## src/rtl/core/wof_pkg.sv

```systemverilog
// Shared types and constants for the window outlier interval filter.
// No dependencies; every other file in rtl/core imports this package.
`timescale 1ns / 1ps

package wof_pkg;

  localparam int START_W         = 31;
  localparam int SIZE_W          = 21;
  localparam int LEN_W           = 33;
  localparam int NUM_W           = 32;
  localparam int FACTOR_W        = 8;
  localparam int DROP_FACTOR     = 10;
  localparam int WINDOW_HALF_DEF = 3;
  localparam int WINDOW_HALF_MAX = 8;

  // Neighbor counts and sums are sized for the largest supported window.
  localparam int CNT_W  = $clog2(WINDOW_HALF_MAX + 1);
  localparam int SUM_W  = LEN_W + CNT_W;
  localparam int PROD_W = SUM_W + FACTOR_W + 1;

  localparam int ADDR_W = 3;
  localparam int DATA_W = 32;

  localparam logic [FACTOR_W-1:0] FACTOR_RESET = FACTOR_W'(10);
  localparam logic [NUM_W-1:0]    NUM_RESET    = NUM_W'(1);

  // Register index carried in the upper address bit.
  localparam logic [ADDR_W-3:0] REG_OUTLIER_FACTOR = '0;

  // One pending decision handed from the window to the judge.
  typedef struct packed {
    logic                      valid;
    logic                      step_end;
    logic [START_W-1:0]        istart;
    logic [START_W-1:0]        iend;
    logic signed [LEN_W-1:0]   len;
    logic signed [SUM_W-1:0]   bsum;
    logic [CNT_W-1:0]          bcnt;
    logic signed [SUM_W-1:0]   asum;
    logic [CNT_W-1:0]          acnt;
  } req_t;

  // One result beat.
  typedef struct packed {
    logic [START_W-1:0]        kept_start;
    logic [START_W-1:0]        kept_end;
    logic signed [LEN_W-1:0]   kept_length;
    logic [NUM_W-1:0]          instance_number;
    logic                      run_last;
  } res_t;

endpackage

```

## src/rtl/core/wof_in_if.sv

```systemverilog
// Input channel of the window outlier interval filter: valid/ready plus one interval.
// Depends on wof_pkg for field widths.
`timescale 1ns / 1ps

interface wof_in_if;
  import wof_pkg::*;

  logic               valid;
  logic               ready;
  logic [START_W-1:0] interval_start;
  logic [START_W-1:0] interval_end;
  logic [SIZE_W-1:0]  group_size;
  logic               group_last;

  modport source (output valid, output interval_start, output interval_end,
                  output group_size, output group_last, input ready);
  modport sink   (input valid, input interval_start, input interval_end,
                  input group_size, input group_last, output ready);
endinterface

```

## src/rtl/core/wof_out_if.sv

```systemverilog
// Result channel of the window outlier interval filter: valid/ready plus one kept interval.
// Depends on wof_pkg for field widths.
`timescale 1ns / 1ps

interface wof_out_if;
  import wof_pkg::*;

  logic                    valid;
  logic                    ready;
  logic [START_W-1:0]      kept_start;
  logic [START_W-1:0]      kept_end;
  logic signed [LEN_W-1:0] kept_length;
  logic [NUM_W-1:0]        instance_number;
  logic                    run_last;

  modport source (output valid, output kept_start, output kept_end, output kept_length,
                  output instance_number, output run_last, input ready);
  modport sink   (input valid, input kept_start, input kept_end, input kept_length,
                  input instance_number, input run_last, output ready);
endinterface

```

## src/rtl/core/wof_window.sv

```systemverilog
// Neighbor window: pending and previous interval lengths with running sums.
// Issues at most one decision request per cycle while adv is high. Depends on wof_pkg.
`timescale 1ns / 1ps

module wof_window #(
  parameter int WindowHalf = wof_pkg::WINDOW_HALF_DEF
) (
  input  logic                        clk,
  input  logic                        rst_n,
  input  logic                        adv,
  input  logic                        item_vld,
  input  logic [wof_pkg::START_W-1:0] item_start,
  input  logic [wof_pkg::START_W-1:0] item_end,
  input  logic [wof_pkg::SIZE_W-1:0]  item_size,
  input  logic                        item_last,
  output logic                        busy,
  output wof_pkg::req_t               req_r
);
  import wof_pkg::*;

  localparam int IDX_W = (WindowHalf > 1) ? $clog2(WindowHalf) : 1;
  localparam logic [CNT_W-1:0]  FULL   = CNT_W'(WindowHalf);
  localparam logic [SIZE_W-1:0] THRESH = SIZE_W'(DROP_FACTOR * WindowHalf);

  logic [START_W-1:0]      pend_start_r [WindowHalf];
  logic [START_W-1:0]      pend_end_r   [WindowHalf];
  logic signed [LEN_W-1:0] pend_len_r   [WindowHalf];
  logic signed [LEN_W-1:0] prev_len_r   [WindowHalf];
  logic [START_W-1:0]      pend_start_nxt [WindowHalf];
  logic [START_W-1:0]      pend_end_nxt   [WindowHalf];
  logic signed [LEN_W-1:0] pend_len_nxt   [WindowHalf];
  logic signed [LEN_W-1:0] prev_len_nxt   [WindowHalf];

  logic [CNT_W-1:0]        pcnt_r, pcnt_nxt;
  logic [CNT_W-1:0]        bcnt_r, bcnt_nxt;
  logic signed [SUM_W-1:0] psum_r, psum_nxt;
  logic signed [SUM_W-1:0] bsum_r, bsum_nxt;
  logic                    flush_r, flush_nxt;
  req_t                    req_nxt;

  logic signed [LEN_W-1:0] new_len;
  logic signed [SUM_W-1:0] new_len_x;
  logic signed [SUM_W-1:0] len0_x;
  logic signed [SUM_W-1:0] prev0_x;
  logic                    ok;
  logic                    decide;

  assign new_len   = $signed({2'b00, item_end}) - $signed({2'b00, item_start})
                     + LEN_W'(1);
  assign new_len_x = SUM_W'(new_len);
  assign len0_x    = SUM_W'(pend_len_r[0]);
  assign prev0_x   = SUM_W'(prev_len_r[0]);
  assign ok        = item_vld && (item_size >= THRESH);
  assign decide    = flush_r || (ok && (pcnt_r == FULL));
  assign busy      = flush_r;

  always_comb begin
    pend_start_nxt = pend_start_r;
    pend_end_nxt   = pend_end_r;
    pend_len_nxt   = pend_len_r;
    prev_len_nxt   = prev_len_r;
    pcnt_nxt       = pcnt_r;
    bcnt_nxt       = bcnt_r;
    psum_nxt       = psum_r;
    bsum_nxt       = bsum_r;
    flush_nxt      = flush_r;
    req_nxt        = '0;

    if (decide) begin
      // The oldest pending interval is judged against both neighbor sums.
      req_nxt.valid  = 1'b1;
      req_nxt.istart = pend_start_r[0];
      req_nxt.iend   = pend_end_r[0];
      req_nxt.len    = pend_len_r[0];
      req_nxt.bsum   = bsum_r;
      req_nxt.bcnt   = bcnt_r;
      if (flush_r) begin
        req_nxt.asum     = psum_r - len0_x;
        req_nxt.acnt     = pcnt_r - CNT_W'(1);
        req_nxt.step_end = (pcnt_r == CNT_W'(1));
      end else begin
        req_nxt.asum     = psum_r - len0_x + new_len_x;
        req_nxt.acnt     = FULL;
        req_nxt.step_end = !item_last;
      end

      // Retired length enters the previous window at the top.
      for (int i = 0; i < WindowHalf - 1; i++) begin
        prev_len_nxt[i] = prev_len_r[i+1];
      end
      prev_len_nxt[WindowHalf-1] = pend_len_r[0];
      if (bcnt_r == FULL) begin
        bsum_nxt = bsum_r + len0_x - prev0_x;
      end else begin
        bsum_nxt = bsum_r + len0_x;
        bcnt_nxt = bcnt_r + CNT_W'(1);
      end

      for (int i = 0; i < WindowHalf - 1; i++) begin
        pend_start_nxt[i] = pend_start_r[i+1];
        pend_end_nxt[i]   = pend_end_r[i+1];
        pend_len_nxt[i]   = pend_len_r[i+1];
      end

      if (flush_r) begin
        pcnt_nxt = pcnt_r - CNT_W'(1);
        psum_nxt = psum_r - len0_x;
        if (pcnt_r == CNT_W'(1)) begin
          flush_nxt = 1'b0;
          bcnt_nxt  = '0;
          bsum_nxt  = '0;
          psum_nxt  = '0;
        end
      end else begin
        pend_start_nxt[WindowHalf-1] = item_start;
        pend_end_nxt[WindowHalf-1]   = item_end;
        pend_len_nxt[WindowHalf-1]   = new_len;
        psum_nxt = psum_r - len0_x + new_len_x;
      end
    end else if (ok) begin
      pend_start_nxt[pcnt_r[IDX_W-1:0]] = item_start;
      pend_end_nxt[pcnt_r[IDX_W-1:0]]   = item_end;
      pend_len_nxt[pcnt_r[IDX_W-1:0]]   = new_len;
      pcnt_nxt = pcnt_r + CNT_W'(1);
      psum_nxt = psum_r + new_len_x;
    end

    // The last item of a group drains what is pending, or closes at once.
    if (item_vld && item_last) begin
      if (pcnt_nxt != '0) begin
        flush_nxt = 1'b1;
      end else begin
        bcnt_nxt = '0;
        bsum_nxt = '0;
      end
    end
  end

  always_ff @(posedge clk) begin
    if (!rst_n) begin
      pcnt_r  <= '0;
      bcnt_r  <= '0;
      psum_r  <= '0;
      bsum_r  <= '0;
      flush_r <= 1'b0;
      req_r   <= '0;
    end else if (adv) begin
      pcnt_r  <= pcnt_nxt;
      bcnt_r  <= bcnt_nxt;
      psum_r  <= psum_nxt;
      bsum_r  <= bsum_nxt;
      flush_r <= flush_nxt;
      req_r   <= req_nxt;
    end
  end

  always_ff @(posedge clk) begin
    if (adv) begin
      pend_start_r <= pend_start_nxt;
      pend_end_r   <= pend_end_nxt;
      pend_len_r   <= pend_len_nxt;
      prev_len_r   <= prev_len_nxt;
    end
  end

  a_pcnt_bound: assert property (@(posedge clk) disable iff (!rst_n)
    (pcnt_r <= FULL) && (bcnt_r <= FULL))
    else $error("window count beyond its depth");

  a_flush_has_work: assert property (@(posedge clk) disable iff (!rst_n)
    flush_r |-> (pcnt_r != '0))
    else $error("draining with nothing pending");

  a_flush_closes: assert property (@(posedge clk) disable iff (!rst_n)
    (adv && flush_r && (pcnt_r == CNT_W'(1))) |=>
      (!flush_r && (bcnt_r == '0) && (pcnt_r == '0)))
    else $error("group not closed after drain");

  a_decision_step_end: assert property (@(posedge clk) disable iff (!rst_n)
    (adv && item_vld && !item_last && decide) |=> (req_r.valid && req_r.step_end))
    else $error("single decision not marked as end of beat group");

endmodule

```

## src/rtl/core/wof_judge.sv

```systemverilog
// Outlier test by cross-multiplication, instance numbering and last-result marking.
// A product register stage plus a one-result hold. Depends on wof_pkg.
`timescale 1ns / 1ps

module wof_judge (
  input  logic                         clk,
  input  logic                         rst_n,
  input  logic                         adv,
  input  logic [wof_pkg::FACTOR_W-1:0] factor,
  input  wof_pkg::req_t                req,
  output logic                         push,
  output wof_pkg::res_t                push_data
);
  import wof_pkg::*;

  typedef struct packed {
    logic                     valid;
    logic                     step_end;
    logic [START_W-1:0]       istart;
    logic [START_W-1:0]       iend;
    logic signed [LEN_W-1:0]  len;
    logic                     bzero;
    logic                     azero;
    logic signed [PROD_W-1:0] lb;
    logic signed [PROD_W-1:0] fb;
    logic signed [PROD_W-1:0] la;
    logic signed [PROD_W-1:0] fa;
  } prod_t;

  prod_t              s2_r, s2_nxt;
  res_t               hold_r, hold_nxt;
  logic               hold_vld_r, hold_vld_nxt;
  logic               hold_fin_r, hold_fin_nxt;
  logic [NUM_W-1:0]   num_r, num_nxt;

  logic               ex_before;
  logic               ex_after;
  logic               d_keep;
  logic               d_close;

  always_comb begin
    s2_nxt          = '0;
    s2_nxt.valid    = req.valid;
    s2_nxt.step_end = req.step_end;
    s2_nxt.istart   = req.istart;
    s2_nxt.iend     = req.iend;
    s2_nxt.len      = req.len;
    s2_nxt.bzero    = (req.bcnt == '0);
    s2_nxt.azero    = (req.acnt == '0);
    s2_nxt.lb       = PROD_W'(req.len) * PROD_W'($signed({1'b0, req.bcnt}));
    s2_nxt.la       = PROD_W'(req.len) * PROD_W'($signed({1'b0, req.acnt}));
    s2_nxt.fb       = PROD_W'($signed({1'b0, factor})) * PROD_W'(req.bsum);
    s2_nxt.fa       = PROD_W'($signed({1'b0, factor})) * PROD_W'(req.asum);
  end

  // A side without neighbors has mean zero.
  assign ex_before = s2_r.bzero ? (s2_r.len > LEN_W'(0)) : (s2_r.lb > s2_r.fb);
  assign ex_after  = s2_r.azero ? (s2_r.len > LEN_W'(0)) : (s2_r.la > s2_r.fa);
  assign d_keep    = s2_r.valid && !(ex_before && ex_after);
  assign d_close   = s2_r.valid && !d_keep && s2_r.step_end;

  // The held result leaves once it is known whether a later kept result follows.
  assign push               = hold_vld_r && (hold_fin_r || d_keep || d_close);
  assign push_data          = '{kept_start:      hold_r.kept_start,
                                kept_end:        hold_r.kept_end,
                                kept_length:     hold_r.kept_length,
                                instance_number: hold_r.instance_number,
                                run_last:        hold_fin_r || d_close};

  always_comb begin
    hold_nxt     = hold_r;
    hold_vld_nxt = hold_vld_r;
    hold_fin_nxt = hold_fin_r;
    num_nxt      = num_r;
    if (d_keep) begin
      hold_nxt.kept_start      = s2_r.istart;
      hold_nxt.kept_end        = s2_r.iend;
      hold_nxt.kept_length     = s2_r.len;
      hold_nxt.instance_number = num_r;
      hold_nxt.run_last        = 1'b0;
      hold_vld_nxt             = 1'b1;
      hold_fin_nxt             = s2_r.step_end;
      num_nxt                  = num_r + NUM_W'(1);
    end else if (push) begin
      hold_vld_nxt = 1'b0;
      hold_fin_nxt = 1'b0;
    end
  end

  always_ff @(posedge clk) begin
    if (!rst_n) begin
      s2_r       <= '0;
      hold_vld_r <= 1'b0;
      hold_fin_r <= 1'b0;
      num_r      <= NUM_RESET;
    end else if (adv) begin
      s2_r       <= s2_nxt;
      hold_vld_r <= hold_vld_nxt;
      hold_fin_r <= hold_fin_nxt;
      num_r      <= num_nxt;
    end
  end

  always_ff @(posedge clk) begin
    if (adv) begin
      hold_r <= hold_nxt;
    end
  end

endmodule

```

## src/rtl/core/wof_out_fifo.sv

```systemverilog
// Two-entry result queue that decouples the judge from the result channel.
// Depends on wof_pkg for the result type.
`timescale 1ns / 1ps

module wof_out_fifo (
  input  logic          clk,
  input  logic          rst_n,
  input  logic          push,
  input  wof_pkg::res_t push_data,
  output logic          full,
  output logic          vld,
  input  logic          pop,
  output wof_pkg::res_t pop_data
);
  import wof_pkg::*;

  res_t       mem_r [2];
  logic       wptr_r, wptr_nxt;
  logic       rptr_r, rptr_nxt;
  logic [1:0] cnt_r, cnt_nxt;
  logic       do_pop;

  assign full     = (cnt_r == 2'd2);
  assign vld      = (cnt_r != 2'd0);
  assign pop_data = mem_r[rptr_r];
  assign do_pop   = pop && vld;

  always_comb begin
    wptr_nxt = push ? ~wptr_r : wptr_r;
    rptr_nxt = do_pop ? ~rptr_r : rptr_r;
    cnt_nxt  = cnt_r + {1'b0, push} - {1'b0, do_pop};
  end

  always_ff @(posedge clk) begin
    if (!rst_n) begin
      wptr_r <= 1'b0;
      rptr_r <= 1'b0;
      cnt_r  <= 2'd0;
    end else begin
      wptr_r <= wptr_nxt;
      rptr_r <= rptr_nxt;
      cnt_r  <= cnt_nxt;
    end
  end

  always_ff @(posedge clk) begin
    if (push) begin
      mem_r[wptr_r] <= push_data;
    end
  end

endmodule

```

## src/rtl/core/window_outlier_interval_filter_core.sv

```systemverilog
// Window outlier interval filter, top level. Throughput: one input beat per cycle.
// A result passes the window request, judge product and hold registers, then the result
// queue; at a group end a kept result may wait in the hold for the next kept or closing
// decision. group_last drains the pending intervals one per cycle while the queue has room,
// stalling input meanwhile; a full queue stalls every stage. Reset (rst_n, synchronous,
// active low) empties the window, sets outlier_factor to 10 and the instance number to 1.
`timescale 1ns / 1ps

module window_outlier_interval_filter_core #(
  parameter int WindowHalf = wof_pkg::WINDOW_HALF_DEF
) (
  input  logic                       clk,
  input  logic                       rst_n,
  wof_in_if.sink                     in_ch,
  wof_out_if.source                  out_ch,
  input  logic                       psel,
  input  logic                       penable,
  input  logic                       pwrite,
  input  logic [wof_pkg::ADDR_W-1:0] paddr,
  input  logic [wof_pkg::DATA_W-1:0] pwdata,
  output logic [wof_pkg::DATA_W-1:0] prdata,
  output logic                       pready
);
  import wof_pkg::*;

  // The pipeline has three parts. The window keeps the undecided intervals of the
  // current group and the lengths of the intervals just decided before them, together
  // with running sums of both, so every cycle it can hand one decision to the judge.
  // The judge forms the two cross products per side in one register stage and compares
  // them in the next. Because a group end can produce several kept results in a row,
  // the judge holds back each kept result by one decision to learn whether it is the
  // last one of its beat group. A two-entry queue then parts the pipeline from the
  // result channel; whenever it is full, every stage holds.

  logic [FACTOR_W-1:0] factor_r, factor_nxt;
  logic                cfg_wr;
  logic                cfg_hit;
  logic                adv;
  logic                busy;
  logic                item_vld;
  req_t                req;
  logic                push;
  res_t                push_data;
  logic                fifo_full;
  res_t                head;

  // Configuration writes are taken in the access phase; the block never waits.
  assign pready     = 1'b1;
  assign cfg_hit    = (paddr[ADDR_W-1:2] == REG_OUTLIER_FACTOR);
  assign cfg_wr     = psel && penable && pwrite && cfg_hit;
  assign factor_nxt = cfg_wr ? pwdata[FACTOR_W-1:0] : factor_r;
  assign prdata     = cfg_hit ? DATA_W'(factor_r) : '0;

  always_ff @(posedge clk) begin
    if (!rst_n) begin
      factor_r <= FACTOR_RESET;
    end else begin
      factor_r <= factor_nxt;
    end
  end

  // The whole pipeline advances together whenever the queue has room.
  assign adv         = !fifo_full;
  assign in_ch.ready = adv && !busy;
  assign item_vld    = in_ch.valid && in_ch.ready;

  wof_window #(
    .WindowHalf (WindowHalf)
  ) u_window (
    .clk        (clk),
    .rst_n      (rst_n),
    .adv        (adv),
    .item_vld   (item_vld),
    .item_start (in_ch.interval_start),
    .item_end   (in_ch.interval_end),
    .item_size  (in_ch.group_size),
    .item_last  (in_ch.group_last),
    .busy       (busy),
    .req_r      (req)
  );

  wof_judge u_judge (
    .clk       (clk),
    .rst_n     (rst_n),
    .adv       (adv),
    .factor    (factor_r),
    .req       (req),
    .push      (push),
    .push_data (push_data)
  );

  wof_out_fifo u_out_fifo (
    .clk       (clk),
    .rst_n     (rst_n),
    .push      (push && adv),
    .push_data (push_data),
    .full      (fifo_full),
    .vld       (out_ch.valid),
    .pop       (out_ch.ready),
    .pop_data  (head)
  );

  assign out_ch.kept_start      = head.kept_start;
  assign out_ch.kept_end        = head.kept_end;
  assign out_ch.kept_length     = head.kept_length;
  assign out_ch.instance_number = head.instance_number;
  assign out_ch.run_last        = head.run_last;

endmodule
```

## src/flat_wrapper.sv

```systemverilog
// flat-port wrapper written by rule: the top's interface ports become plain ports
module window_outlier_interval_filter_core_flat import wof_pkg::*;
#(
  parameter int WindowHalf = wof_pkg::WINDOW_HALF_DEF
)
  (clk, rst_n, psel, penable, pwrite, paddr, pwdata, prdata, pready, in_ch_valid, in_ch_interval_start, in_ch_interval_end, in_ch_group_size, in_ch_group_last, in_ch_ready, out_ch_valid, out_ch_kept_start, out_ch_kept_end, out_ch_kept_length, out_ch_instance_number, out_ch_run_last, out_ch_ready);
  wof_in_if in_ch_i ();
  wof_out_if out_ch_i ();
  input  logic clk;
  input  logic rst_n;
  input  logic psel;
  input  logic penable;
  input  logic pwrite;
  input  logic [wof_pkg::ADDR_W-1:0] paddr;
  input  logic [wof_pkg::DATA_W-1:0] pwdata;
  output logic [wof_pkg::DATA_W-1:0] prdata;
  output logic pready;
  input wire logic [$bits(in_ch_i.valid)-1:0] in_ch_valid;
  input wire logic [$bits(in_ch_i.interval_start)-1:0] in_ch_interval_start;
  input wire logic [$bits(in_ch_i.interval_end)-1:0] in_ch_interval_end;
  input wire logic [$bits(in_ch_i.group_size)-1:0] in_ch_group_size;
  input wire logic [$bits(in_ch_i.group_last)-1:0] in_ch_group_last;
  output wire logic [$bits(in_ch_i.ready)-1:0] in_ch_ready;
  output wire logic [$bits(out_ch_i.valid)-1:0] out_ch_valid;
  output wire logic [$bits(out_ch_i.kept_start)-1:0] out_ch_kept_start;
  output wire logic [$bits(out_ch_i.kept_end)-1:0] out_ch_kept_end;
  output wire logic [$bits(out_ch_i.kept_length)-1:0] out_ch_kept_length;
  output wire logic [$bits(out_ch_i.instance_number)-1:0] out_ch_instance_number;
  output wire logic [$bits(out_ch_i.run_last)-1:0] out_ch_run_last;
  input wire logic [$bits(out_ch_i.ready)-1:0] out_ch_ready;
  assign in_ch_i.valid = in_ch_valid;
  assign in_ch_i.interval_start = in_ch_interval_start;
  assign in_ch_i.interval_end = in_ch_interval_end;
  assign in_ch_i.group_size = in_ch_group_size;
  assign in_ch_i.group_last = in_ch_group_last;
  assign in_ch_ready = in_ch_i.ready;
  assign out_ch_valid = out_ch_i.valid;
  assign out_ch_kept_start = out_ch_i.kept_start;
  assign out_ch_kept_end = out_ch_i.kept_end;
  assign out_ch_kept_length = out_ch_i.kept_length;
  assign out_ch_instance_number = out_ch_i.instance_number;
  assign out_ch_run_last = out_ch_i.run_last;
  assign out_ch_i.ready = out_ch_ready;
  window_outlier_interval_filter_core #(.WindowHalf(WindowHalf)) u_core (.clk(clk), .rst_n(rst_n), .in_ch(in_ch_i), .out_ch(out_ch_i), .psel(psel), .penable(penable), .pwrite(pwrite), .paddr(paddr), .pwdata(pwdata), .prdata(prdata), .pready(pready));
endmodule
```

## config.mk

```make
export PLATFORM = sky130hd
export DESIGN_NAME = window_outlier_interval_filter_core_flat
export DESIGN_NICKNAME = d
export VERILOG_FILES = /design/src/rtl/core/wof_pkg.sv /design/src/rtl/core/wof_in_if.sv /design/src/rtl/core/wof_out_if.sv /design/src/rtl/core/wof_window.sv /design/src/rtl/core/wof_judge.sv /design/src/rtl/core/wof_out_fifo.sv /design/src/rtl/core/window_outlier_interval_filter_core.sv /design/src/flat_wrapper.sv
export SDC_FILE = /design/constraint.sdc
export NUM_CORES = 2
export LEC_CHECK = 0
export BUFFER_PORTS_ARGS = -buffer_cell sky130_fd_sc_hd__buf_2
export CAP_MARGIN = 40
export CORE_MARGIN = 3
export CORE_UTILIZATION = 64
export DETAILED_ROUTE_END_ITERATION = 12
export GPL_ROUTABILITY_DRIVEN = 0
export PLACE_DENSITY = 0.82
export SYNTH_ARGS = -nofsm -noshare
export SYNTH_HDL_FRONTEND = slang
export SYNTH_SLANG_ARGS = --single-unit
```

## constraint.sdc

```tcl
create_clock -name clk -period 11.25 [get_ports clk]
set_clock_uncertainty 0.2 [all_clocks]
set_input_delay 0.5625 -clock clk [delete_from_list [all_inputs] [get_ports clk]]
set_output_delay 0.5625 -clock clk [all_outputs]
set_load 0.01 [all_outputs]
```

Word level (Yosys, flattened, before mapping)
Memory sizes are Yosys's and may differ from the RTL's. A register that Yosys moved wholly into a read port is not among the register bits.
Index checks and enable logic that the tools add are counted.
- bits of input ports: 126
- memories: 1
- bits in latches: 0
- bits in writable memories: 256
- logic and storage cells: 171
- memory bits (read-only): 0
- register bits: 1102
- memory list (name ; words ; width ; read ports ; clocked after Yosys merged registers in ; wr ports ; line ; source):
    u_core.u_out_fifo.mem_r ; 2 ; 128 ; 1 ; 1 ; 1 ; wof_out_fifo.sv:17 ; res_t mem_r [2];
- divide/modulo/power cells: 0
- magnitude comparators: 6
- multipliers: 4
- shift-type cells: 0
- $add $sub $neg: 13
- reductions and logical operators: 36
- muxes and demuxes: 53
- equal/unequal tests: 5
- bitwise logic cells: 5
- operators by type and width (kind ; count):
    93-bit 2-to-1 mux ; 4
    37-bit 2-to-1 mux ; 10
    99-bit 2-to-1 mux ; 2
    93-bit bitwise mux ; 2
    179-bit 2-to-1 mux ; 1
    37-bit by 33-bit adder with 37-bit output ; 3
    99-bit bitwise mux ; 1
    31-bit 2-to-1 mux ; 3
    46-bit > comparator ; 2
    9-bit by 37-bit multiplier with 46-bit output ; 2
    33-bit by 5-bit multiplier with 38-bit output ; 2
    37-bit by 33-bit subtractor with 37-bit output ; 2
    33-bit demux with 2-bit select ; 1
    33-bit 2-to-1 mux ; 2
    31-bit demux with 2-bit select ; 1
    41-bit 2-to-1 mux ; 1
    4-bit 2-to-1 mux ; 9
    32-bit by 2-bit adder with 33-bit output, second input constant ; 1
    33-bit by 1-bit > comparator with 1-bit output, second input constant ; 1
    32-bit by 1-bit adder with 32-bit output, second input constant ; 1
    31-bit by 31-bit subtractor with 32-bit output ; 1
    21-bit by 5-bit >= comparator with 1-bit output, second input constant ; 1
    1-bit logical AND ; 16
    1-bit 2-to-1 mux ; 15
    other kinds (20) ; 38

Logic depth before layout (Yosys ltp)
- depth in word-level cells: 13
- mapped depth: 33
- depth with buffers taken out: 33

Cells and area by module
Synthesis repeated with hierarchy kept, for this count alone.
- cell total of the unflattened synthesis: 9783
- area total of the unflattened synthesis: 94762.1 um^2
- modules (own cells, without submodules) (module ; cells each ; instances ; seq. area each (um^2) ; area each (um^2)):
    wof_judge ; 5173 ; 1 ; 9839.4 ; 47182.8
    wof_window ; 4115 ; 1 ; 16776.1 ; 37403.4
    wof_out_fifo ; 421 ; 1 ; 7787.5 ; 9555.4
    window_outlier_interval_filter_core ; 74 ; 1 ; 160.2 ; 620.6

Least setup slack after synthesis
Ideal clock, no wire load.
- path type: register to register
- from: register u_core.u_judge.s2_r[90] (netlist bit)
- to: memory u_core.u_out_fifo.mem_r[0][0] (netlist bit) (enable)
- slack: 1.991 ns
- cell stages (with the launch flop): 16
- period minus slack after synthesis: 9.259 ns
- arrival time: 8.426 ns
- path buffers: 0
- cells stage by stage: dfxtp_1 ha_1 a21o_1 a21o_1 a21o_1 a21oi_1 nor2b_1 o21ai_0 nand2b_1 a21oi_1 o21ai_0 or3b_1 o2111ai_1 o31a_1 o211a_1 nor2b_1
- longest elaborated chain between the ends: 13
- RTL lines (what ; line ; source):
    start: declaration ; wof_judge.sv:30 ; prod_t s2_r, s2_nxt;
    start signal: assignment ; wof_judge.sv:97 ; s2_r <= s2_nxt;
    46-bit > comparator * ; wof_judge.sv:58 ; assign ex_after = s2_r.azero ? (s2_r.len > LEN_W'(0)) : (s2_r.la > s2_r.fa);
    1-bit 2-to-1 mux * ; wof_judge.sv:58 ;
    1-bit logical AND * ; wof_judge.sv:59 ; assign d_keep = s2_r.valid && !(ex_before && ex_after);
    1-bit logical NOT * ; wof_judge.sv:59 ;
    1-bit logical AND * ; wof_judge.sv:59 ;
    1-bit logical NOT ; wof_judge.sv:60 ; assign d_close = s2_r.valid && !d_keep && s2_r.step_end;
    1-bit logical AND (2 in a row) ; wof_judge.sv:60 ;
    1-bit logical OR * ; wof_judge.sv:63 ; assign push = hold_vld_r && (hold_fin_r || d_keep || d_close);
    1-bit logical AND * ; wof_judge.sv:63 ;
    1-bit logical AND * ; window_outlier_interval_filter_core.sv:95 ; .push (push && adv),
    named net u_core.u_out_fifo.push ; wof_out_fifo.sv:8 ; input logic push,
    1-bit 2-to-1 mux * ; wof_out_fifo.sv:47 ; if (push) begin
    1-bit 2-to-1 mux (implied by the code) * ; wof_out_fifo.sv:48 ; mem_r[wptr_r] <= push_data;
    end: declaration ; wof_out_fifo.sv:17 ;
Mark *: on every way through the listed nets, which the timed path passes. The rest lies on a longest branch.

Final worst setup path
- from: input in_ch_interval_end[0]
- to: register u_core.u_window.psum_r[36]
- longest elaborated chain between the ends: 5
- RTL lines (what ; line ; source):
    start: declaration ; flat_wrapper.sv:20 ; input wire logic [$bits(in_ch_i.interval_end)-1:0] in_ch_interval_end;
    31-bit by 31-bit subtractor with 32-bit output * ; wof_window.sv:48 ; assign new_len = $signed({2'b00, item_end}) - $signed({2'b00, item_start})
    32-bit by 2-bit adder with 33-bit output * ; wof_window.sv:49 ; + LEN_W'(1);
    37-bit by 33-bit adder with 37-bit output (on tied branches) ; wof_window.sv:125, wof_window.sv:118 ;
    37-bit 2-to-1 mux (on tied branches) ; wof_window.sv:120, wof_window.sv:105 ;
    37-bit 2-to-1 mux * ; wof_window.sv:69 ; if (decide) begin
    end signal: assignment ; wof_window.sv:150 ; psum_r <= psum_nxt;
    end: declaration ; wof_window.sv:36 ; logic signed [SUM_W-1:0] psum_r, psum_nxt;
Mark *: on every way between the ends. The rest lies on a longest branch, timed or not. The select of a mux whose other input is x is not followed.
A chain may end at the register's enable or synchronous reset.

==> summary.md <==
| Metric | Value |
|---|---|
| DRT iter0 DRCs | `about 6,700` |
| Ys flop type | `edfxtp_1` |
| Final Hold Vio Count | `0` |
| Root buf cell | `clkbuf_16` |
| Syn Area/Cell | `approximately 9.5 um2` |
| Hold Crit Class | `input pin to flip-flop` |
| Slew margin rel. | `0.241` |
| Largest net degree at the start of global routing | `approximately 230` |
| CTS resizes | `0` |
| Total wire length | `around 250 mm` |
| Row cnt | `~140` |
| Area delta synth->final | `9.13%` |
| Vertical die dimension | `approximately 390 um` |
| Die area | `approximately 150,000 um2` |
| Worst EP required | `11.78 ns` |
| CP Capture Type | `flip-flop` |
| Fin nets | `~11,000` |
| TritonRoute pass-1 iters | `9` |
| Peak supply drop | `0.265 mV` |
| Max Cap Viol | `0` |
| Vias | `approximately 70,000` |
| Fillers | `roughly 10,000` |
| Total GRT Usage | `0.324` |
| Setup bufs post-CTS | `0` |
| Share of cells above drive strength 1 | `0.0758` |
| Post-Layout Cell Count | `11,900` |
| Clock sink count | `around 1,300` |
| Cell taking the most area after synthesis | `edfxtp_1` |
| Total CTS buffers | `between 100 and 150` |
| DP Cell Count | `around 12,000` |
| Reg clk slew, reported paths | `about 0.060 ns` |
| Remaining global-route overflow | `0` |
| Status | `complete, no violations` |
| Fin crit share | `0.741` |
| CTS max path bufs | `3` |
| Min Tclk post-route | `about 8.3 ns` |
| Most frequent cell after synthesis | `nand2_1` |
| RSZ-0062 raised after global routing | `no` |
| Fin Setup TNS | `0 ns` |
| Core area | `around 140,000 um2` |
| Initial antenna violation count | `16` |
| CTS H-tree lvls | `4` |
| Leak | `~0.045 uW` |
| CP Launch Type | `input pin` |
| Io pins | `289` |
| CP Class | `input pin to flip-flop` |
| Final Max Slew Viols | `0` |
| Slowest library cell on the worst path | `dlygate4sd3_1` |
| Wire per inst | `just over 20 um` |
| Post-synth EDFFs | `767` |
| Largest stage delay on the critical path | `between 0.5 and 0.6 ns` |
| Ys async rst share | `0` |
| Drc violations | `0` |
| Post-synthesis cell type count | `between 100 and 150` |
| Vias in the first global route | `roughly 72,000` |
| Power density cells | `about 230 nW/um2` |
| Cell area after synthesis | `93,000 um2` |
| Worst Path Max Fanout | `6` |
| Yosys reg bits | `approximately 1,300` |
| First-pass GRT wire length | `between 300 and 400 mm` |
| Antenna-violating nets left | `0` |
| Final setup vio count | `0` |
| Slew of the pin with the lowest slew margin | `approximately 1.1 ns` |
| Critical path arrival | `approximately 9 ns` |
| Post-synth top area share | `0.248` |
| Fmax | `roughly 120 MHz` |
| Ys Warns | `0` |
| Hold buffers post-CTS | `just over 70` |
| Most instantiated cells after synthesis | `nand2_1 (1,388), inv_1 (1,172), edfxtp_1 (767), and2_1 (708), ha_1 (644)` |
| CTS tree | `yes` |
| Synth top area cells | `edfxtp_1 (25%), fa_1 (13%), dfxtp_1 (12%)` |
| Port Buf Inserts | `approximately 240` |
| Clock latency on the worst-skew pair | `between 0.8 and 0.9 ns` |
| Placed wire-length estimate | `between 150 and 200 mm` |
| DR vias/cell | `~6.0` |
| Initial Util | `0.646` |
| Post-Synthesis Cells | `9,784` |
| Sequential area share after synthesis | `0.372` |
| Die X | `slightly below 400 um` |
metal layers:
layer | GRT usage | up-vias | routed length (um)
met1 | 0.405 | 34900 | 93900
met4 | 0.188 | 8 | 15500
met3 | 0.0550 | 846 | 20100
met2 | 0.533 | 3311 | 117000
met5 | 0 | - | 50
li1 | - | 32800 | -
layout by cell type (no fill, tap or decap), drive strengths merged, types with 57 or more instances in the layout:
cell type    netlist  routed
nor2b            135     135
nand4             62      62
buf               61     326
ha               644     644
fa               596     596
mux2             129     129
a21boi           185     185
inv             1172    1183
and2             708     708
xnor2            243     243
a21oi            490     490
xor2             144     144
edfxtp           767     767
dfxtp            576     576
clkbuf           417     202
nor2             322     322
nand3            241     241
nand2           1389    1389
dlygate4sd3        0      71
a21o             191     191
o21ai            517     517
o21bai            57      57
nor3              76      76
cell type report:
class | instances | area (um2) | share of cell area
timing repair buffer | 398 | 2940 | 0.0290
antenna | 13 | 32.5 | 0.000321
inverter | 1173 | 4410 | 0.0435
clock inverter | 64 | 807 | 0.00796
tap | 1903 | 2380 | 0.0235
sequential | 1343 | 34600 | 0.341
clock buffer | 201 | 4030 | 0.0397
multi-input combinational | 6813 | 52300 | 0.515
cells by family after synthesis:
logic type / share of synthesized area
and+or+nand+nor: 0.164
AOI/OAI and AO/OA: 0.127
buffers and inverters: 0.0677
DFF: 0.372
adders and majority gates: 0.215
xor gates and xnor gates: 0.0370
muxes: 0.0169
other: 0.0000808
power by group:
part	total (uW)	switching [uW]	internal, uW
Sequential	7440	936	6500
Combinational	11100	7030	4070
Clock	4780	2110	2670
path summary, 6_finish.rpt:
check	start	to	slack, ns	cells past startpoint
setup / recovery	in_ch_interval_end[0]	u_core.u_window.psum_r[36]	2.91	31
hold / removal	rst_n	u_core.u_window.psum_r[24]	0.06	2
setup reg to reg	u_core.factor_r[2]	u_core.u_judge.s2_r[45]	3.48	27
hold reg to reg	u_core.u_window.prev_len_r[52]	u_core.u_window.prev0_x[19]	0.18	0
state kept, by name, summed over array words and instances (netlist names), 32 cells and up, named ones only:
register / cells
u_core.u_window.pend_end_r: 93
u_core.u_window.len0_x: 33
u_core.u_window.prev0_x: 33
u_core.u_judge.s2_r: 267
u_core.u_window.prev_len_r: 66
u_core.u_window.bsum_r: 37
u_core.u_out_fifo.mem_r: 256
u_core.u_window.pend_len_r: 66
u_core.u_window.psum_r: 37
u_core.u_judge.num_r: 32
u_core.u_judge.push_data: 127
u_core.u_window.req_r: 179
u_core.u_window.pend_start_r: 93
per-stage QoR:
| stage | hold WS [ns] | utilization | setup slack (ns) | area, um2 | power, uW |
|---|---|---|---|---|---|
| after floorplan | 0.200 | - | 1.99 | 93000 | 15100 |
| after global placement | 0.201 | 0.663 | 3.01 | 95400 | 17500 |
| after detailed placement | 0.205 | 0.666 | 2.94 | 95900 | 18200 |
| after CTS | 0.00595 | 0.705 | 3.13 | 101000 | 23000 |
| after global routing | 0.0450 | 0.705 | 2.52 | 101000 | 24600 |
| final | 0.0635 | 0.705 | 2.91 | 101000 | 23300 |
critical path: cells and delay by family:
family	cells	cell delay (ns)
buffers and inverters	5	0.99
adder cells (fa/ha/maj)	3	0.94
AND/OR/NAND/NOR	10	2.55
AO/OA/AOI/OAI	10	3.09
XOR/XNOR	3	0.69
No activity file was read; power rests on OpenSTA's default activity.
